### src/rtl/core/assert_macros.svh
// Assertion macros for the top-level RTL file, which carries the checks.
`ifndef ASSERT_MACROS_SVH
`define ASSERT_MACROS_SVH

// Check a property on every rising clock edge outside reset.
`define ASSERT_CLK(lbl, prop, msg) \
  lbl: assert property (@(posedge clk_i) disable iff (!rst_ni) prop) else $error(msg);

// Check that a condition is never true outside reset.
`define ASSERT_NEVER(lbl, cond, msg) \
  `ASSERT_CLK(lbl, !(cond), msg)

`endif

### src/rtl/core/mols_pkg.sv
// Package for the median unit: constants, command and status types.
`timescale 1ns / 1ps

package mols_pkg;

  localparam int MaxSamplesDef = 64;
  localparam int SampleW       = 32;
  localparam int MedianW       = 33;
  localparam int SizeW         = 7;

  typedef enum logic [2:0] {
    RD_NONE,
    RD_TOP,
    RD_NEXT,
    RD_MID_LO,
    RD_MID_HI
  } rd_sel_e;

  typedef enum logic [1:0] {
    WR_NONE,
    WR_IN,
    WR_SHIFT,
    WR_X
  } wr_sel_e;

  typedef enum logic [1:0] {
    MED_NONE,
    MED_DOUBLE,
    MED_FIRST,
    MED_SECOND
  } med_op_e;

  typedef struct packed {
    logic    load;
    rd_sel_e rd_sel;
    wr_sel_e wr_sel;
    logic    pos_dec;
    logic    cnt_inc;
    logic    ovf_set;
    med_op_e med_op;
    logic    out_load;
  } cmd_t;

  typedef struct packed {
    logic full;
    logic empty;
    logic greater;
    logic pos_one;
    logic odd;
    logic last;
  } status_t;

endpackage

### src/rtl/core/mols_ram.sv
// Generic single-write, single-read RAM with registered read data.
`timescale 1ns / 1ps

module mols_ram #(
  parameter int Width = 32,
  parameter int Depth = 64,
  localparam int AddrW = (Depth > 1) ? $clog2(Depth) : 1
) (
  input  logic             clk_i,
  input  logic             wr_en_i,
  input  logic [AddrW-1:0] wr_addr_i,
  input  logic [Width-1:0] wr_data_i,
  input  logic             rd_en_i,
  input  logic [AddrW-1:0] rd_addr_i,
  output logic [Width-1:0] rd_data_o
);

  logic [Width-1:0] mem_q [Depth];
  logic [Width-1:0] rd_data_q;

  always_ff @(posedge clk_i) begin
    if (wr_en_i) begin
      mem_q[wr_addr_i] <= wr_data_i;
    end
    if (rd_en_i) begin
      rd_data_q <= mem_q[rd_addr_i];
    end
  end

  assign rd_data_o = rd_data_q;

endmodule

### src/rtl/core/mols_datapath.sv
// Datapath: sorted sample store, insertion pointer, count and median adder.
`timescale 1ns / 1ps

module mols_datapath import mols_pkg::*; #(
  parameter int MAX_SAMPLES = MaxSamplesDef
) (
  input  logic                      clk_i,
  input  logic                      rst_ni,
  input  cmd_t                      cmd_i,
  output status_t                   status_o,
  input  logic signed [SampleW-1:0] in_sample_i,
  input  logic                      in_last_sample_i,
  output logic signed [MedianW-1:0] out_median_doubled_o,
  output logic        [SizeW-1:0]   out_set_size_o,
  output logic                      out_overflowed_o
);

  localparam int CntW = $clog2(MAX_SAMPLES + 1);
  localparam int AddrW = $clog2(MAX_SAMPLES);

  logic [CntW-1:0]           count_q, count_d;
  logic                      ovf_q, ovf_d;
  logic [AddrW-1:0]          pos_q;
  logic [SampleW-1:0]        sample_q;
  logic                      last_q;
  logic signed [MedianW-1:0] acc_q;
  logic signed [MedianW-1:0] median_q;
  logic [SizeW-1:0]          size_q;
  logic                      ovf_out_q;

  logic [CntW-1:0]    half;
  logic               wr_en;
  logic [AddrW-1:0]   wr_addr;
  logic [SampleW-1:0] wr_data;
  logic               rd_en;
  logic [AddrW-1:0]   rd_addr;
  logic [SampleW-1:0] rd_data;
  logic signed [MedianW-1:0] rd_ext;

  assign half   = count_q >> 1;
  assign rd_ext = MedianW'($signed(rd_data));

  always_comb begin
    rd_en   = (cmd_i.rd_sel != RD_NONE);
    rd_addr = '0;
    case (cmd_i.rd_sel)
      RD_TOP:    rd_addr = AddrW'(count_q - CntW'(1));
      RD_NEXT:   rd_addr = pos_q - AddrW'(2);
      RD_MID_LO: rd_addr = AddrW'(half - CntW'(1));
      RD_MID_HI: rd_addr = AddrW'(half);
      default:   rd_addr = '0;
    endcase
  end

  always_comb begin
    wr_en   = (cmd_i.wr_sel != WR_NONE);
    wr_addr = pos_q;
    wr_data = sample_q;
    case (cmd_i.wr_sel)
      WR_IN: begin
        wr_addr = AddrW'(count_q);
        wr_data = in_sample_i;
      end
      WR_SHIFT: begin
        wr_data = rd_data;
      end
      default: begin
        wr_addr = pos_q;
        wr_data = sample_q;
      end
    endcase
  end

  mols_ram #(
    .Width (SampleW),
    .Depth (MAX_SAMPLES)
  ) u_store (
    .clk_i     (clk_i),
    .wr_en_i   (wr_en),
    .wr_addr_i (wr_addr),
    .wr_data_i (wr_data),
    .rd_en_i   (rd_en),
    .rd_addr_i (rd_addr),
    .rd_data_o (rd_data)
  );

  always_comb begin
    count_d = count_q;
    ovf_d   = ovf_q;
    if (cmd_i.cnt_inc) begin
      count_d = count_q + CntW'(1);
    end
    if (cmd_i.ovf_set) begin
      ovf_d = 1'b1;
    end
    // start a new set once the result is handed off
    if (cmd_i.out_load) begin
      count_d = '0;
      ovf_d   = 1'b0;
    end
  end

  always_ff @(posedge clk_i or negedge rst_ni) begin
    if (!rst_ni) begin
      count_q <= '0;
      ovf_q   <= 1'b0;
    end else begin
      count_q <= count_d;
      ovf_q   <= ovf_d;
    end
  end

  always_ff @(posedge clk_i) begin
    if (cmd_i.load) begin
      sample_q <= in_sample_i;
      last_q   <= in_last_sample_i;
      pos_q    <= AddrW'(count_q);
    end else if (cmd_i.pos_dec) begin
      pos_q <= pos_q - AddrW'(1);
    end
    case (cmd_i.med_op)
      MED_DOUBLE: acc_q <= rd_ext <<< 1;
      MED_FIRST:  acc_q <= rd_ext;
      MED_SECOND: acc_q <= acc_q + rd_ext;
      default:    acc_q <= acc_q;
    endcase
    if (cmd_i.out_load) begin
      median_q  <= acc_q;
      size_q    <= SizeW'(count_q);
      ovf_out_q <= ovf_q;
    end
  end

  assign status_o.full    = (count_q == CntW'(MAX_SAMPLES));
  assign status_o.empty   = (count_q == '0);
  assign status_o.greater = ($signed(rd_data) > $signed(sample_q));
  assign status_o.pos_one = (pos_q == AddrW'(1));
  assign status_o.odd     = count_q[0];
  assign status_o.last    = last_q;

  assign out_median_doubled_o = median_q;
  assign out_set_size_o       = size_q;
  assign out_overflowed_o     = ovf_out_q;

endmodule

### src/rtl/core/mols_ctrl.sv
// Controller: sequences insertion, median readout and result hand-off.
`timescale 1ns / 1ps

module mols_ctrl import mols_pkg::*; (
  input  logic    clk_i,
  input  logic    rst_ni,
  input  logic    in_valid_i,
  input  logic    in_last_sample_i,
  output logic    in_stall_o,
  output logic    out_valid_o,
  input  logic    out_stall_i,
  input  status_t status_i,
  output cmd_t    cmd_o
);

  typedef enum logic [2:0] {
    S_IDLE,
    S_SHIFT,
    S_PLACE,
    S_MED_LO,
    S_MED_HI,
    S_MED_SUM,
    S_EMIT
  } state_e;

  state_e state_q, state_d;
  logic   out_valid_q, out_valid_d;
  logic   out_free;

  assign out_free = !out_valid_q || !out_stall_i;

  always_comb begin
    state_d     = state_q;
    cmd_o       = '0;
    cmd_o.rd_sel = RD_NONE;
    cmd_o.wr_sel = WR_NONE;
    cmd_o.med_op = MED_NONE;
    case (state_q)
      S_IDLE: begin
        if (in_valid_i) begin
          if (status_i.full) begin
            // drop the item, remember the loss
            cmd_o.ovf_set = 1'b1;
            if (in_last_sample_i) begin
              state_d = S_MED_LO;
            end
          end else if (status_i.empty) begin
            cmd_o.wr_sel  = WR_IN;
            cmd_o.cnt_inc = 1'b1;
            if (in_last_sample_i) begin
              state_d = S_MED_LO;
            end
          end else begin
            cmd_o.load   = 1'b1;
            cmd_o.rd_sel = RD_TOP;
            state_d      = S_SHIFT;
          end
        end
      end
      S_SHIFT: begin
        if (status_i.greater) begin
          // move the larger entry up one slot
          cmd_o.wr_sel  = WR_SHIFT;
          cmd_o.pos_dec = 1'b1;
          if (status_i.pos_one) begin
            state_d = S_PLACE;
          end else begin
            cmd_o.rd_sel = RD_NEXT;
          end
        end else begin
          cmd_o.wr_sel  = WR_X;
          cmd_o.cnt_inc = 1'b1;
          state_d       = status_i.last ? S_MED_LO : S_IDLE;
        end
      end
      S_PLACE: begin
        cmd_o.wr_sel  = WR_X;
        cmd_o.cnt_inc = 1'b1;
        state_d       = status_i.last ? S_MED_LO : S_IDLE;
      end
      S_MED_LO: begin
        cmd_o.rd_sel = status_i.odd ? RD_MID_HI : RD_MID_LO;
        state_d      = S_MED_HI;
      end
      S_MED_HI: begin
        if (status_i.odd) begin
          cmd_o.med_op = MED_DOUBLE;
          state_d      = S_EMIT;
        end else begin
          cmd_o.med_op = MED_FIRST;
          cmd_o.rd_sel = RD_MID_HI;
          state_d      = S_MED_SUM;
        end
      end
      S_MED_SUM: begin
        cmd_o.med_op = MED_SECOND;
        state_d      = S_EMIT;
      end
      S_EMIT: begin
        // hold until the output register is free
        if (out_free) begin
          cmd_o.out_load = 1'b1;
          state_d        = S_IDLE;
        end
      end
      default: begin
        state_d = S_IDLE;
      end
    endcase
  end

  always_comb begin
    out_valid_d = out_valid_q;
    if (out_valid_q && !out_stall_i) begin
      out_valid_d = 1'b0;
    end
    if (cmd_o.out_load) begin
      out_valid_d = 1'b1;
    end
  end

  always_ff @(posedge clk_i or negedge rst_ni) begin
    if (!rst_ni) begin
      state_q     <= S_IDLE;
      out_valid_q <= 1'b0;
    end else begin
      state_q     <= state_d;
      out_valid_q <= out_valid_d;
    end
  end

  assign in_stall_o  = (state_q != S_IDLE);
  assign out_valid_o = out_valid_q;

endmodule

### src/rtl/core/median_of_loaded_set_unit.sv
// Top level of the median unit: controller, datapath and checks.
//
//  channel | direction | handshake           | payload
//  --------+-----------+---------------------+----------------------------------------
//  in      | input     | in_valid_i/in_stall_o | in_sample_i, in_last_sample_i
//  out     | output    | out_valid_o/out_stall_i | out_median_doubled_o, out_set_size_o,
//          |           |                     | out_overflowed_o
//
// An item takes an accept step, a shift step per kept sample greater than it and a
// placing step (only the accept step when the set is empty or full); each shifted
// entry takes a step on the store's single read and write port. A closing item adds
// a median read, then doubling (odd count) or a second read and sum (even count).
// Reset clears only count, flags and state; the sample store needs no clearing pass.
// A result waits in the output register while the next set loads; a stalled
// output only holds the unit once the following result is ready.
`timescale 1ns / 1ps
`include "assert_macros.svh"

module median_of_loaded_set_unit import mols_pkg::*; #(
  parameter int MAX_SAMPLES = MaxSamplesDef
) (
  input  logic                      clk_i,
  input  logic                      rst_ni,
  input  logic                      in_valid_i,
  output logic                      in_stall_o,
  input  logic signed [SampleW-1:0] in_sample_i,
  input  logic                      in_last_sample_i,
  output logic                      out_valid_o,
  input  logic                      out_stall_i,
  output logic signed [MedianW-1:0] out_median_doubled_o,
  output logic        [SizeW-1:0]   out_set_size_o,
  output logic                      out_overflowed_o
);

  cmd_t    cmd;
  status_t status;
  logic    out_free;
  logic    store_busy;

  mols_ctrl u_ctrl (
    .clk_i            (clk_i),
    .rst_ni           (rst_ni),
    .in_valid_i       (in_valid_i),
    .in_last_sample_i (in_last_sample_i),
    .in_stall_o       (in_stall_o),
    .out_valid_o      (out_valid_o),
    .out_stall_i      (out_stall_i),
    .status_i         (status),
    .cmd_o            (cmd)
  );

  mols_datapath #(
    .MAX_SAMPLES (MAX_SAMPLES)
  ) u_datapath (
    .clk_i                (clk_i),
    .rst_ni               (rst_ni),
    .cmd_i                (cmd),
    .status_o             (status),
    .in_sample_i          (in_sample_i),
    .in_last_sample_i     (in_last_sample_i),
    .out_median_doubled_o (out_median_doubled_o),
    .out_set_size_o       (out_set_size_o),
    .out_overflowed_o     (out_overflowed_o)
  );

  assign out_free   = !out_valid_o || !out_stall_i;
  assign store_busy = cmd.wr_sel inside {WR_SHIFT, WR_X};

  `ASSERT_CLK(a_no_result_overwrite, cmd.out_load |-> out_free, "pending result overwritten")
  `ASSERT_CLK(a_result_shown, cmd.out_load |=> out_valid_o, "loaded result not presented")
  `ASSERT_NEVER(a_count_bound, cmd.cnt_inc && status.full, "sample count past capacity")
  `ASSERT_NEVER(a_store_busy_accept, !in_stall_o && store_busy, "item taken during insertion")

endmodule
### config.mk
export PLATFORM = sky130hd
export DESIGN_NAME = median_of_loaded_set_unit
export DESIGN_NICKNAME = d
export VERILOG_FILES = /design/src/rtl/core/mols_pkg.sv /design/src/rtl/core/mols_ram.sv /design/src/rtl/core/mols_datapath.sv /design/src/rtl/core/mols_ctrl.sv /design/src/rtl/core/median_of_loaded_set_unit.sv
export VERILOG_INCLUDE_DIRS = /design/src /design/src/rtl/core
export SDC_FILE = /design/constraint.sdc
export NUM_CORES = 2
export LEC_CHECK = 0
export ABC_CLOCK_PERIOD_IN_PS = 7200
export BUFFER_PORTS_ARGS = -buffer_cell sky130_fd_sc_hd__buf_2
export CAP_MARGIN = 20
export CORE_ASPECT_RATIO = 1.75
export CORE_UTILIZATION = 45
export CTS_BUF_LIST = sky130_fd_sc_hd__clkbuf_4 sky130_fd_sc_hd__clkbuf_8
export DETAILED_ROUTE_END_ITERATION = 10
export GPL_ROUTABILITY_DRIVEN = 0
export HOLD_SLACK_MARGIN = 0.02
export PLACE_DENSITY = 0.69
export SLEW_MARGIN = 20
export SYNTH_ARGS = -nofsm -noshare
export SYNTH_HDL_FRONTEND = slang
export SYNTH_SLANG_ARGS = --single-unit
### constraint.sdc
create_clock -name clk_i -period 7.2 [get_ports clk_i]
set_clock_uncertainty 0.15 [all_clocks]
set_input_delay 1.44 -clock clk_i [delete_from_list [all_inputs] [get_ports clk_i]]
set_output_delay 1.44 -clock clk_i [all_outputs]
set_load 0.01 [all_outputs]
Yosys cells after proc, flatten, opt, wreduce, memory -nomap -nowiden
Memory sizes are Yosys's and may differ from the RTL's. A register that Yosys moved wholly into a read port is not among the register bits.
Index checks and enable logic that the tools add are counted.

word-level totals
  flip-flop bits (word level) = 125
  bits in latches = 0
  memory bits (writable) = 2048
  ROM bits = 0
  input port bits = 37
  word-level logic and storage cells = 103
  memories kept = 1

memories
  name                      depth  width  read ports  clocked after memory_dff  write ports  line            text
  u_datapath.u_store.mem_q  64     32     1           1                         1            mols_ram.sv:18  logic [Width-1:0] mem_q [Depth];

cells by class
  add/subtract/negate cells = 6
  $mul = 0
  div/mod/pow operators = 0
  $lt $le $gt $ge = 1
  equality and inequality tests = 20
  shift operators = 0
  multiplexer cells = 49
  bitwise operators = 0
  reduce and logical (&&, ||, !) cells = 15

operator list
  kind                 number
  $pmux 33 s3          1
  $pmux 32 s2          1
  $add 33x32->33       1
  $gt 32x32->1         1
  $mux 6               5
  $mux 3               9
  $pmux 6 s4           1
  $pmux 3 s7           1
  $mux 1               18
  $sub 6x1->6 const B  3
  $mux 7               2
  $eq 3x2->1 const B   4
  $eq 3x3->1 const B   4
  $mux 2               6
  $pmux 3 s4           1
  $reduce_bool 2->1    5
  $reduce_bool 3->1    3
  $add 7x1->7 const B  1
  $eq 7x7->1 const B   1
  $logic_not 7->1      1
  $eq 2x2->1 const B   3
  $eq 3x1->1 const B   2
  $eq 6x1->1 const B   1
  $pmux 2 s3           1
  12 further kinds     15

Longest topological paths before layout
  depth after elaboration = 8
  gate-level depth with buffers = 19

Modules after synthesis
Synthesis repeated with hierarchy kept, for this count alone.

second synthesis, totals
  cell total of the unflattened synthesis = 4245
  area, all modules = 87674.1 µm²

by module, submodules not included
  module         instances  cells each  area an instance (µm²)  seq. area each (µm²)
  mols_ram       1          3324        78835.6                 62459.9
  mols_datapath  1          860         8415.6                  3593.4
  mols_ctrl      1          61          422.9                   100.1

Worst setup path before layout
No wires, ideal clock.

  kind = register -> register
  start point = reg u_datapath.u_store.rd_data_q[1] (netlist: u_datapath.u_store.rd_data_o[1]) (read register of u_datapath.u_store.mem_q)
  end point = mem u_datapath.u_store.mem_q[0][1], data pin
  library setup time = 0.549 ns
  arrival time = 5.328 ns
  data required time = 6.501 ns
  setup slack = 1.173 ns
  cell stages (with the launch flop) = 15
  buffers on the path = 2
  period minus slack after synthesis = 6.027 ns
  cell sequence = edfxtp_1 -> ha_1 -> nor2b_1 -> o211ai_1 -> a21oi_1 -> o41ai_1 -> nand3_1 -> a21oi_1 -> nor2_1 -> o32ai_1 -> ha_1 -> buf_1 -> clkbuf_1 -> a22oi_1 -> a21oi_1

between the ends
  longest elaborated chain between the ends = 5
  elaborated cells on any way between the ends = 6

ends and longest elaborated chain
  element                                   line                  text
  start, declared                           mols_ram.sv:19        logic [Width-1:0] rd_data_q;
  $gt 32x32->1                              mols_datapath.sv:136  assign status_o.greater = ($signed(rd_data) > $signed(sample_q));
  $mux 1                                    mols_ctrl.sv:61       if (status_i.greater) begin
  $pmux 2 s3                                mols_ctrl.sv:38       case (state_q)
  $eq 2x2->1 or $eq 2x1->1 (tied branches)  mols_datapath.sv:59   case (cmd_i.wr_sel)
  $pmux 32 s2 (*)                           mols_datapath.sv:59
  via u_datapath.u_store.wr_data_i[1]       mols_ram.sv:12        input logic [Width-1:0] wr_data_i,
  end, declared                             mols_ram.sv:18

The timed path passes the listed nets; every way through them passes the cells marked *.

Worst setup path after layout
  start point = reg u_datapath.u_store.rd_data_q[27] (netlist: u_datapath.u_store.rd_data_o[27]) (read register of u_datapath.u_store.mem_q)
  end point = reg u_datapath.u_store.rd_data_q[29] (netlist: u_datapath.u_store.rd_data_o[29]) (read register of u_datapath.u_store.mem_q), data pin

between the ends
  longest elaborated chain between the ends = 5
  elaborated cells on any way between the ends = 9

ends and longest elaborated chain
  element                             line                  text
  $gt 32x32->1 (*)                    mols_datapath.sv:136
  $mux 2 (*)                          mols_ctrl.sv:61
  $pmux 3 s4 (*)                      mols_ctrl.sv:38
  $eq 3x3->1 (tied with other cells)  mols_datapath.sv:46   case (cmd_i.rd_sel)
  $pmux 6 s4                          mols_datapath.sv:46

Mark *: on every way between the ends. The rest lies on a longest branch, timed or not.
A chain may end at the register's enable or synchronous reset.

==> results_dict.tcl <==
set metrics [dict create \
    outcome "completed" \
    crit_start "u_datapath.u_store.rd_data_o[27]" \
    grt_use_total_pct 28.0 \
    grt_pass1_vias 56405 \
    netlist_area_mm2 0.0889 \
    cap_violations 0 \
    path_cells "ha_1 -> nand2_1 -> nor2_1 -> a211oi_1 -> o211a_2 -> o21a_1 -> nand3_1 -> nand2_4 -> buf_4 -> buf_4 -> mux4_2 -> nand2_1 -> a311oi_1 -> o31a_1" \
    critPathBufInv 2 \
    cts-root-buf "clkbuf_8" \
    grt_setup_unrepaired "false" \
    fin_crit_sh_pct 93.2 \
    viasPerCell 6.22 \
    critPathKind "flop to flop" \
    post-cts-setup-buffer-count 0 \
    synth_top_area_share_pct 74.1 \
    crit_path_top_delay_cell "a311oi_1" \
    drtIter0Drc 7356 \
    num_vias 57760 \
    synth_area_leaders "edfxtp_1 (74%), mux2i_1 (4.9%), nand2_1 (4.6%)" \
    design_area_mm2 0.101 \
    setup_viol 0 \
    timing.fmax_mhz 149 \
    endpoint_kind "flop" \
    antenna_found_initial 28 \
    routedWlPerCell_um 30.4 \
    hold_class "input pin to asynchronous set/reset pin" \
    numCtsBuffers 298 \
    final_common_cell "edfxtp_1" \
    place_area_mm2 0.0952 \
    path_max_fanout 41 \
    die_x_um 338 \
    finalSetupTns_ns 0 \
    cts_resized 0 \
    synth_top_area_cell "edfxtp_1" \
    cts_tree "built" \
    whs_ns 0.258 \
    cp-start-kind "flop" \
    fill_cells 15798 \
    required_ns 7.72 \
    area_growth_pct 13.6 \
    htree_num_levels 5 \
    cp_top_family "compound AO/OA/AOI/OAI gates" \
    synth_nets 6207 \
    wl_um 282000 \
    fin_crit_ns 6.71 \
    io-pin-count 80 \
    firstDrtPassIters 8 \
    grt_max_degree 105 \
    ys_seq_elements 2205 \
    initial_utilization_pct 45.3 \
    clk_pin_slew_ns 0.07 \
    r2r_start "u_datapath.u_store.rd_data_o[27]" \
    ys_seq_area_share_pct 74.4 \
    dieHeight_um 590 \
    yosys_warnings 0 \
    numPortBuffers 79 \
    final_nets 6551 \
    cts.path.max_buffers 4 \
    dp_hpwl_um 171000 \
    rows 215 \
    synth-main-ff-cell "edfxtp_1" \
    final_cell_mix "edfxtp_1 (2193), nand2_1 (1087), mux2i_1 (433), clkbuf_8 (308), a21oi_1 (297)" \
    final_layout_size_suffix_gt1_share_pct 15.8 \
    antenna_left 0 \
    relSlewSlack_pct 10.4 \
    cts.sinks 2205 \
    dp_slack_ns 0.216 \
    clock_latency_ns 0.94 \
    grt_pass1_wl_um 398000 \
    tightest_slew_ns 1.33 \
    holdBufCountCts 0 \
    core_area_mm2 0.196 \
    cpPeakStageDelay_ns 0.89 \
    avgSynthCellArea_um2 14.6 \
    dieArea_mm2 0.199 \
    post-route-drc-count 0 \
    worst_slack_ns 0.491 \
    synth_cell_types 87 \
    synth_edf_count 2193 \
    synth_cells 6095 \
    final_hold_viol_count 0 \
    grt-ovfl-total 0 \
    worst-endpoint-arrival_ns 7.23 \
    ys_async_sr_fraction_pct 0.544 \
    report.final.slew_viol_count 0 \
]
==> final cells by class <==
type	instances	area, um^2	area share [%]
Sequential cell	2205	66200	65.5
Clock inverter	129	913	0.904
Inverter	57	214	0.212
Multi-Input combinational cell	3469	22000	21.8
Tap cell	2604	3260	3.23
Antenna cell	27	67.6	0.0669
Timing Repair Buffer	408	3540	3.50
Clock buffer	384	4810	4.76
==> final timing paths <==
kind | slack (ns) | cells past startpoint | end
hold / removal | 0.26 | 1 | u_datapath.ovf_q
hold reg to reg | 0.31 | 0 | u_datapath.out_median_doubled_o[26]
min in group clk_i | 0.31 | 0 | u_datapath.out_median_doubled_o[26]
setup reg to reg | 0.49 | 14 | u_datapath.u_store.rd_data_o[29]
max in group asynchronous | 6.39 | 1 | u_datapath.count_q[2]
setup / recovery | 0.49 | 14 | u_datapath.u_store.rd_data_o[29]
==> registers in the layout, summed over array words and instances (netlist names) <==
register                         cells
u_datapath.ovf_q                     1
u_datapath.acc_q                    33
u_datapath.out_median_doubled_o     33
u_datapath.last_q                    1
u_ctrl.state_q                       3
u_datapath.u_store.mem_q          2048
u_datapath.out_overflowed_o          1
u_datapath.out_set_size_o            7
u_ctrl.out_valid_o                   1
u_datapath.sample_q                 32
u_datapath.count_q                   7
u_datapath.pos_q                     6
u_datapath.u_store.rd_data_o        32
==> through the flow <==
step	utilization, %	std cells
after CTS	51.4	9254
final	51.5	9283
after global placement	48.5	8739
after global routing	51.5	9281
after floorplan	-	6095
after detailed placement	48.5	8741
==> kinds of logic (layout without fill, tap and decap cells) <==
logic type | Yosys count | in the layout | share of synthesized area [%]
buffers and inverters | 421 | 978 | 2.03
AOI/OAI and AO/OA | 1035 | 1035 | 7.54
muxes | 460 | 460 | 5.52
adders and majority gates | 75 | 75 | 1.06
DFF | 2205 | 2205 | 74.4
other | 0 | 27 | 0
xor gates and xnor gates | 38 | 38 | 0.374
and+or+nand+nor | 1861 | 1861 | 9.06
==> metal layers <==
metal / vias up / part of all wire, % / track usage (%) / wire [um]
met2: 3780 / 49 / 46.5 / 138000
li1: 24102 / - / - / -
met3: 833 / 10 / 5.20 / 28100
met5: - / 0.042 / 0 / 118
met1: 29027 / 33 / 32.0 / 92300
met4: 18 / 8.5 / 21.3 / 24000
==> cells in the mapped netlist (12+ instances only) <==
master / count
buf_1: 32
a21o_1: 15
a211oi_1: 32
or3_1: 15
nor4_1: 83
a31oi_1: 49
a21oi_1: 330
a22oi_1: 61
nand3_1: 259
o221ai_1: 15
nand4_1: 58
a2111oi_0: 13
nor2_1: 221
dfrtp_1: 12
mux4_2: 24
edfxtp_1: 2193
xor2_1: 20
a221oi_1: 13
clkbuf_1: 191
o21ai_0: 112
and3_1: 15
xnor2_1: 18
a32oi_1: 31
inv_1: 55
o32ai_1: 29
or4_1: 12
ha_1: 74
a41oi_1: 13
o21ai_1: 18
nor3_1: 59
nand2_1: 1089
o22ai_1: 175
buf_2: 128
a311oi_1: 12
mux2i_1: 433
Power is left out: the tool's default activity adds up to more than one toggle a clock period on the data nets, which glitch-free logic cannot reach.
